**config.mk**
```make
export PLATFORM = sky130hd
export DESIGN_NAME = plmb_interp
export DESIGN_NICKNAME = d
export VERILOG_FILES = /design/src/design/plmb_pkg.sv /design/src/design/plmb_interp.sv
export SDC_FILE = /design/constraint.sdc
export NUM_CORES = 1
export LEC_CHECK = 0
export BUFFER_PORTS_ARGS = -buffer_cell sky130_fd_sc_hd__clkbuf_2
export CAP_MARGIN = 20
export CORE_ASPECT_RATIO = 2
export CORE_MARGIN = 3
export CORE_UTILIZATION = 60
export DETAILED_ROUTE_END_ITERATION = 6
export PLACE_DENSITY_LB_ADDON = 0.2
export SLEW_MARGIN = 20
export SYNTH_ARGS = -nofsm -noshare
export SYNTH_HDL_FRONTEND = slang
export SYNTH_SLANG_ARGS = --single-unit
```
**constraint.sdc**
```tcl
create_clock -name clk_i -period 8 [get_ports clk_i]
set_clock_uncertainty 0.2 [all_clocks]
set_input_delay 2.4 -clock clk_i [delete_from_list [all_inputs] [get_ports clk_i]]
set_output_delay 2.4 -clock clk_i [all_outputs]
set_load 0.05 [all_outputs]
```
**src/design/plmb_pkg.sv**
```systemverilog
// Shared types and constants of the piecewise-linear membership bank.
// No dependencies; plmb_interp and the core refer to this package.
package plmb_pkg;

  localparam int unsigned FixW = 17;
  localparam logic [FixW-1:0] OneFix = 17'h10000;
  localparam int unsigned DivSteps = 17;

  typedef logic [FixW-1:0] fix_t;

  typedef enum logic [1:0] {
    MODE_CREATE   = 2'd0,
    MODE_ADD      = 2'd1,
    MODE_CLASSIFY = 2'd2,
    MODE_NONE     = 2'd3
  } mode_e;

  typedef enum logic [1:0] {
    STS_OK        = 2'd0,
    STS_FULL      = 2'd1,
    STS_EMPTY     = 2'd2,
    STS_BAD_INDEX = 2'd3
  } status_e;

  typedef enum logic [3:0] {
    ST_IDLE,
    ST_DECODE,
    ST_CRT2,
    ST_INS_CMP,
    ST_INS_WR,
    ST_CLS_START,
    ST_CLS_DIRECT,
    ST_CLS_SCAN,
    ST_CLS_WAIT,
    ST_EMIT
  } state_e;

  typedef enum logic [1:0] {
    AR_IDLE,
    AR_MUL,
    AR_DIV
  } arith_e;

  typedef struct packed {
    logic start;
    fix_t x;
    fix_t x1;
    fix_t y1;
    fix_t x2;
    fix_t y2;
  } interp_req_t;

  typedef struct packed {
    logic done;
    fix_t level;
  } interp_rsp_t;

endpackage

```
**src/design/plmb_interp.sv**
```systemverilog
// Shared interpolation unit: one multiply, then a restoring divide, one bit a cycle.
// Depends on plmb_pkg.
module plmb_interp (
  input  logic                  clk_i,
  input  logic                  rst_ni,
  input  plmb_pkg::interp_req_t req_i,
  output plmb_pkg::interp_rsp_t rsp_o
);

  plmb_pkg::arith_e st_q, st_d;
  logic [4:0]        cnt_q, cnt_d;
  plmb_pkg::fix_t    y1_q, y2_q, mag_q, xr_q, dx_q, rem_q, quo_q;
  plmb_pkg::fix_t    rem_d, quo_d;
  logic              neg_q, zero_q;
  logic [33:0]       prod;
  logic [17:0]       shifted, diff, sum;
  logic              ge;

  always_ff @(posedge clk_i or negedge rst_ni) begin
    if (!rst_ni) begin
      st_q  <= plmb_pkg::AR_IDLE;
      cnt_q <= '0;
    end else begin
      st_q  <= st_d;
      cnt_q <= cnt_d;
    end
  end

  always_comb begin
    prod    = 34'(mag_q) * 34'(xr_q);
    shifted = {rem_q, quo_q[16]};
    diff    = shifted - {1'b0, dx_q};
    ge      = !diff[17];
    rem_d   = ge ? diff[16:0] : shifted[16:0];
    quo_d   = {quo_q[15:0], ge};
    sum     = neg_q ? ({1'b0, y1_q} - {1'b0, quo_d}) : ({1'b0, y1_q} + {1'b0, quo_d});
    st_d    = st_q;
    cnt_d   = cnt_q;
    rsp_o   = '0;
    unique case (st_q)
      plmb_pkg::AR_IDLE: begin
        if (req_i.start) st_d = plmb_pkg::AR_MUL;
      end
      plmb_pkg::AR_MUL: begin
        cnt_d = '0;
        if (zero_q) begin
          rsp_o.done  = 1'b1;
          rsp_o.level = y2_q;
          st_d        = plmb_pkg::AR_IDLE;
        end else begin
          st_d = plmb_pkg::AR_DIV;
        end
      end
      plmb_pkg::AR_DIV: begin
        cnt_d = cnt_q + 5'd1;
        if (cnt_q == 5'(plmb_pkg::DivSteps - 1)) begin
          rsp_o.done = 1'b1;
          // a negative slope can never pass below zero, clamp anyway
          rsp_o.level = (neg_q && sum[17]) ? '0 : sum[16:0];
          st_d        = plmb_pkg::AR_IDLE;
        end
      end
      default: st_d = plmb_pkg::AR_IDLE;
    endcase
  end

  always_ff @(posedge clk_i) begin
    if (st_q == plmb_pkg::AR_IDLE && req_i.start) begin
      y1_q   <= req_i.y1;
      y2_q   <= req_i.y2;
      neg_q  <= req_i.y2 < req_i.y1;
      mag_q  <= (req_i.y2 < req_i.y1) ? req_i.y1 - req_i.y2 : req_i.y2 - req_i.y1;
      xr_q   <= req_i.x - req_i.x1;
      dx_q   <= req_i.x2 - req_i.x1;
      zero_q <= req_i.x2 <= req_i.x1;
    end
    if (st_q == plmb_pkg::AR_MUL) begin
      // quotient fits 17 bits, so the upper half is already below the divisor
      rem_q <= prod[33:17];
      quo_q <= prod[16:0];
    end else if (st_q == plmb_pkg::AR_DIV) begin
      rem_q <= rem_d;
      quo_q <= quo_d;
    end
  end

endmodule

```
# == After elaboration in Yosys (flattened, before gate mapping) ==
# Index checks and enable logic that the tools add are counted.
# totals
mem_bits_ro,0
out_inout_bits,18
elab_cells,49
ram_bits,0
register_bits,128
input_bits,88
latch_bits,0
memories,0
# classes
n_reduce_logical,6
multipliers,1
bitwise,0
eq_ne,5
mux,16
n_addsub,8
div_mod_pow,0
shift,0
magnitude_cmp,2
# op_table
cell,n
17-bit 2-to-1 mux,7
17-bit subtractor,4
18-bit 2-to-1 mux,3
18-bit case mux with 2 select lines,1
17-bit by 17-bit multiplier with 34-bit output,1
17-bit by 17-bit adder with 18-bit output,1
17-bit by 17-bit subtractor with 18-bit output,1
18-bit by 17-bit subtractor with 18-bit output,1
17-bit <= comparator,1
17-bit less-than comparator,1
5-bit case mux with 2 select lines,1
2-bit 2-to-1 mux,3
2-bit case mux with 3 select lines,1
5-bit by 1-bit adder with 5-bit output (second input constant),1
5-bit equality test (second input constant),1
2-bit inequality test (second input constant),2
2-bit by 1-bit equality test with 1-bit output (second input constant),1
2-bit equality test (second input constant),1
1-bit logical AND,2
2-bit logical NOT,1
2-bit AND reduction,1
2-bit nonzero test,1
1-bit logical NOT,1

# == Depth between registers and ports, before layout ==
# Gate-level depths: netlist (run 1).
# depth
ltp_word,8
ltp_mapped,25
ltp_nobuf,23

# == Least setup slack after synthesis (run 1) ==
# OpenSTA, ideal clock, no wires.
# synth_path
kind,reg2out
from,register rem_q[3]
to,output port rsp_o[4] in the netlist's numbering
path_stages_with_launch,22
t_arrival_ns,5.589
setup_slack_ns,-0.189
n_path_buf,1
required_ns,5.400
cell_sequence,edfxtp_1 -> ha_1 -> a21o_1 -> and4_1 -> o211ai_1 -> a31oi_1 -> and4b_1 -> a211oi_4 -> buf_2 -> ha_1 -> mux2_2 -> inv_1 -> ha_1 -> nor2b_1 -> o2111ai_1 -> and3_1 -> o311a_1 -> a21oi_2 -> a41o_1 -> o41ai_4 -> a211o_1 -> a21boi_0
# synth_rtl
item,line_no,text
start: declaration,plmb_interp.sv:12,"plmb_pkg::fix_t y1_q, y2_q, mag_q, xr_q, dx_q, rem_q, quo_q;"
start signal: assignment,plmb_interp.sv:79,rem_q <= prod[33:17];
start signal: assignment,plmb_interp.sv:82,rem_q <= rem_d;
end: declaration,plmb_interp.sv:7,output plmb_pkg::interp_rsp_t rsp_o

==> impl_metrics.yaml, run 1 <==
finish:
  area_delta_synth_final_pct: 12.4
  nNetsFinal: 2822
  fillers: 2579
  design_area_um2: 21900
  final_common_cell: "inv_1"
  fin_cells: 2727
  final_cell_mix: "inv_1, nand2_1, fa_1"
  drive_gt1_frac: 0.119
setup_path:
  critical_path_buf_inv_count: 7
  worst_ep_required_time_ns: 5.40
  cp_top_family: "compound AO/OA/AOI/OAI gates"
  crit_type: "flop to primary output"
  end_kind: "primary output"
  path_common_cell: "ha_4"
  slowest_delay_ns: 0.39
  critPathSlowestCell: "edfxtp_1"
  worstPathArrival_ns: 5.51
  cp-start-kind: "flop"
  cp_max_fo: 7
clocking:
  htreeDepth: 4
  clockRootBuffer: "clkbuf_16"
  cts.sinks: 128
  cts_tree: "built"
  clk_path_buf_depth: 2
  clock_latency_ns: 0.43
  path_clk_slew_ns: 0.07
  cts_buffers: 17
synthesis:
  synth_warnings: 0
  synth_edf_count: 121
  synth_cell_types: 74
  synth_fp_nets: 2705
  synthCells: 2173
  synth_flop_cell: "edfxtp_1"
  syn_area_um2: 19500
  ys_seq_area_frac: 0.195
  syn_avg_cell_area_um2: 8.98
  async_flop_share: 0.0547
  ys_ff_latch: 128
floorplan:
  ioPinCount: 106
  core-area_um2: 31800
  die_h_um: 261
  die_width_um: 133
  die-area_um2: 34800
  start_util: 0.614
  placementRows: 92
placement:
  place.gp.congestion: 1.05
  placed_cells: 2665
  pre_cts_ws_ns: -0.0391
  port_buffers: 105
  dp_hpwl_mm: 44.7
  post_dp_cell_area_um2: 20600
status:
  violations: "setup timing"
  outcome: "complete, but fails checks"
route:
  num_vias: 16000
  viasPerCell: 5.87
  drtIter0Drc: 893
  drc: 0
  drt_wl_total_mm: 55.6
  drtPass1Iterations: 5
  wire_per_inst_um: 20.4
  ant_nets: 0
global_routing:
  overflow: 0
  grt_pass1_vias: 17400
  grt.total_usage: 0.325
  antenna_found_initial: 0
  grt_pass1_wl_mm: 87.4
  grt_max_degree: 81
run:
  drv_cap: 0
timing:
  fin_setup_tns_ns: -0.718
  fin_crit_sh: 1.01
  fmaxAchievable_mhz: 123
  worstMarginPinSlew_ns: 1.03
  period_needed_ns: 8.11
  hold_viol_final: 0
  rsz0062_at_grt: "yes"
  drv_slew: 0
  setup_violations: 15
  maxSlewHeadroom: 0.313
  fin_ws_ns: -0.106
worst_hold_path:
  hold_class: "flop to flop"
flip-flops by register name, summed over array words and instances (netlist names):
name	flops
cnt_q	5
dx_q	17
mag_q	17
neg_q	1
quo_q	17
rem_q	17
st_q	2
xr_q	17
y1_q	17
y2_q	17
zero_q	1
stage by stage:
step / hold slack, ns / utilization
CTS: 0.287 / 0.682
global placement: 0.268 / 0.647
global route: 0.329 / 0.690
detailed placement: 0.276 / 0.647
floorplan: 0.227 / -
finish: 0.288 / 0.690
layout make-up:
type                    count  area, µm²  area share
multi-input cells        1571      14200       0.648
flip-flops and latches    128       3810       0.174
inverters                 404       1520      0.0694
repair buffers            168       1240      0.0567
well taps                 423        529      0.0241
clock buffers              18        429      0.0196
clock inverters            14        189     0.00862
diodes                      1       2.50    0.000114
Yosys cell counts, drive strengths merged (33+ instances only):
cell type	instances	area, µm²
and2	139	870
inv	403	1520
xor2	33	289
ha	214	2680
fa	230	4600
o21ai	82	422
a21oi	97	489
nand2	251	942
edfxtp	121	3630
xnor2	77	674
clkbuf	61	230
nor2	107	402
final timing paths:
| kind | depth (start not counted) | from | slack (ns) | end |
|---|---|---|---|---|
| setup / recovery | 26 | dx_q[4] | -0.11 | rsp_o[4] |
| hold / removal | 1 | cnt_q[4] | 0.29 | cnt_q[4] |
| setup reg to reg | 22 | mag_q[6] | 0.54 | rem_q[16] |
| hold reg to reg | 1 | cnt_q[4] | 0.29 | cnt_q[4] |
| max in group asynchronous | 1 | rst_ni | 5.82 | st_q[1] |
| min in group asynchronous | 1 | rst_ni | 1.60 | cnt_q[3] |
logic make-up after synthesis:
logic type	count (synthesis)	synth area share
muxes	22	0.0120
xor gates and xnor gates	110	0.0494
AOI/OAI and AO/OA	353	0.120
adders and majority gates	444	0.373
and+or+nand+nor	642	0.157
buffers and inverters	474	0.0922
DFF	128	0.195
metal layers:
metal  global-route usage  share of wire  vias to the layer above
li1                     -              -                     7291
met1                0.304           0.32                     7892
met2                0.633           0.56                      563
met3               0.0298          0.034                      259
met4                0.250          0.089                        0
met5                    0              0                        -
what timing repair did:
item	4_1_cts	5_1_grt
setup endpoints to repair	17	17
hold buffers	0	0
gates resized for setup	84	41
hold endpoints to repair	0	0
setup buffers	14	14
pin swaps	30	20
cloned	1	0
Power of run 1 is not shown: default switching activity piles up to over one toggle a cycle in this logic, so the estimate is an artifact.
==> run 2: changes to the inputs <==
- CORE_UTILIZATION: 60 -> 64
==> run 2 against run 1 <==
The run still ends with setup timing left. Final area is 1.2% lower. Critical path depth shrank 2. Setup slack got worse by 0.059 ns. Register-to-register slack better by 0.13 ns. Via count shrank 0.54%. Flip-flop and latch count unchanged. Cell count is 2.5% lower. Wire length shrank 2.1%. Fmax decreased by 0.73%.
==> impl_metrics.yaml, run 2 (synthesized netlist as in run 1, its figures left out) <==
global_routing:
  grt_pass1_wl_mm: 86.1
  grt_max_degree: 81
  use_met2: 0.649
  busiest_layer: "met2"
  antenna_found_initial: 4
  grt.total_usage: 0.342
  overflow: 0
  grt_pass1_vias: 17200
  grt_util_met3: 0.0414
  grt_util_met1: 0.333
floorplan:
  placementRows: 89
  start_util: 0.656
  ioPinCount: 106
  die_h_um: 253
  core-area_um2: 29700
  die_width_um: 129
  die-area_um2: 32700
finish:
  area_delta_synth_final_pct: 11.0
  final_cell_mix: "inv_1, nand2_1, fa_1"
  nNetsFinal: 2811
  drive_gt1_frac: 0.110
  fillers: 2289
  final_common_cell: "inv_1"
status:
  violations: "setup timing"
  outcome: "complete, but fails checks"
clocking:
  path_clk_slew_ns: 0.06
  clk_path_buf_depth: 2
  cts.sinks: 128
  clock_latency_ns: 0.44
  clockRootBuffer: "clkbuf_16"
  cts_tree: "built"
  htreeDepth: 4
  cts_buffers: 17
setup_path:
  worstSetupEndpoint: "rsp_o[5]"
  cp_top_family: "compound AO/OA/AOI/OAI gates"
  worst_ep_required_time_ns: 5.40
  end_kind: "primary output"
  cp-startpoint: "rem_q[3]"
  critical_path_buf_inv_count: 4
  path_common_cell: "a21oi_2"
  reg2reg_from: "mag_q[7]"
  cp_max_fo: 7
  crit_type: "flop to primary output"
  r2r_end: "rem_q[16]"
  critPathSlowestCell: "edfxtp_1"
  slowest_delay_ns: 0.44
  worstPathArrival_ns: 5.57
  path_depth: 24
  cp-start-kind: "flop"
  crit_chain: "ha_4 -> a21o_1 -> and4_4 -> o211ai_1 -> a31oi_4 -> and4b_1 -> a211oi_4 -> ha_2 -> buf_6 -> a21oi_2 -> xnor2_1 -> ha_1 -> a21oi_2 -> nor2_1 -> a21oi_2 -> o311a_4 -> a21oi_4 -> a41o_1 -> o41ai_4 -> buf_6 -> clkbuf_16 -> o21ai_0 -> and2_1 -> clkbuf_8"
  r2r.worst_path.cells: 22
  rrSetupSlack_ns: 0.67
run:
  drv_cap: 0
timing:
  setup_violations: 9
  fin_setup_tns_ns: -1.04
  maxSlewHeadroom: 0.196
  holdWs_ns: 0.286
  rsz0062_at_grt: "yes"
  worstMarginPinSlew_ns: 1.19
  fin_crit_sh: 1.02
  drv_slew: 0
  fmaxAchievable_mhz: 122
  fin_ws_ns: -0.165
  period_needed_ns: 8.17
  hold_viol_final: 0
route:
  drtIter0Drc: 944
  viasPerCell: 5.99
  ant_nets: 0
  num_vias: 15900
  drc: 0
  drtPass1Iterations: 6
  drt_wl_total_mm: 54.5
  wire_per_inst_um: 20.5
worst_hold_path:
  hold_class: "flop to flop"
placement:
  dp_hpwl_mm: 43.4
  place.gp.congestion: 1.02
  port_buffers: 105
-- run 2: cell types whose count changed in the layout (fill, tap and decap cells not counted), sizes merged --
cell / previous run / this run
inv: 405 / 403
bufinv: 4 / 2
buf: 79 / 62
clkbuf: 107 / 115
diode: 1 / 2
clkinvlp: 1 / 3
-- run 2: worst reg2reg max path, cell delays in order, from the launching register on --
cell and delay (ns):
edfxtp_1 0.91, nand2_1 0.19, fa_1 0.57, inv_1 0.05, fa_1 0.50, inv_1 0.05, fa_1 0.54, inv_1 0.06
fa_1 0.47, fa_1 0.51, inv_1 0.05, fa_1 0.48, inv_1 0.07, ha_1 0.38, o21a_1 0.17, nor2_1 0.05
o41ai_2 0.31, buf_4 0.20, a21oi_1 0.13, a211oi_1 0.42, o31ai_1 0.16, xnor2_1 0.39, a22oi_1 0.16
-- run 2: per-layer routing --
| metal | share of wire | wire length [µm] |
|---|---|---|
| met5 | 0 | 0 |
| met4 | 0.084 | 4570 |
| met3 | 0.039 | 2110 |
| met2 | 0.56 | 30400 |
| met1 | 0.32 | 17400 |
-- run 2: worst min path at each step --
stage	startpoint	end	slack (ns)	cells past startpoint
final	cnt_q[4]	cnt_q[4]	0.29	1
after global placement	cnt_q[4]	cnt_q[4]	0.26	1
after CTS	cnt_q[4]	cnt_q[4]	0.28	1
after global routing	cnt_q[4]	cnt_q[4]	0.32	1
after detailed placement	cnt_q[4]	cnt_q[4]	0.27	1
after floorplan	zero_q	st_q[1]	0.23	1
-- run 2: metrics by stage --
stage | util | instance area [µm²] | std cells | setup WS [ns]
2_1_floorplan | - | 19500 | 2173 | 0.179
3_3_place_gp | 0.687 | 20400 | 2599 | 0.220
3_5_place_dp | 0.687 | 20400 | 2599 | 0.0957
4_1_cts | 0.717 | 21300 | 2638 | -0.0798
5_1_grt | 0.728 | 21600 | 2657 | -0.351
6_report | 0.728 | 21600 | 2658 | -0.165
-- run 2: what timing repair did --
action / CTS / global route
endpoints found under the hold margin: 0 / 0
setup buffers: 7 / 17
cloned: 0 / 1
hold buffers: 0 / 0
resized for setup: 56 / 50
endpoints found under the setup margin: 17 / 17
pin swaps: 4 / 27
-- run 2: layout make-up --
class                   instances  area [µm²]  share of cell area
multi-input cells            1571       14200               0.654
flip-flops and latches        128        3810               0.176
inverters                     404        1520              0.0702
repair buffers                157        1140              0.0526
well taps                     364         455              0.0210
clock buffers                  20         437              0.0202
clock inverters                12         119             0.00549
diodes                          2        5.00            0.000231
Power of run 2 is left out for the same reason.
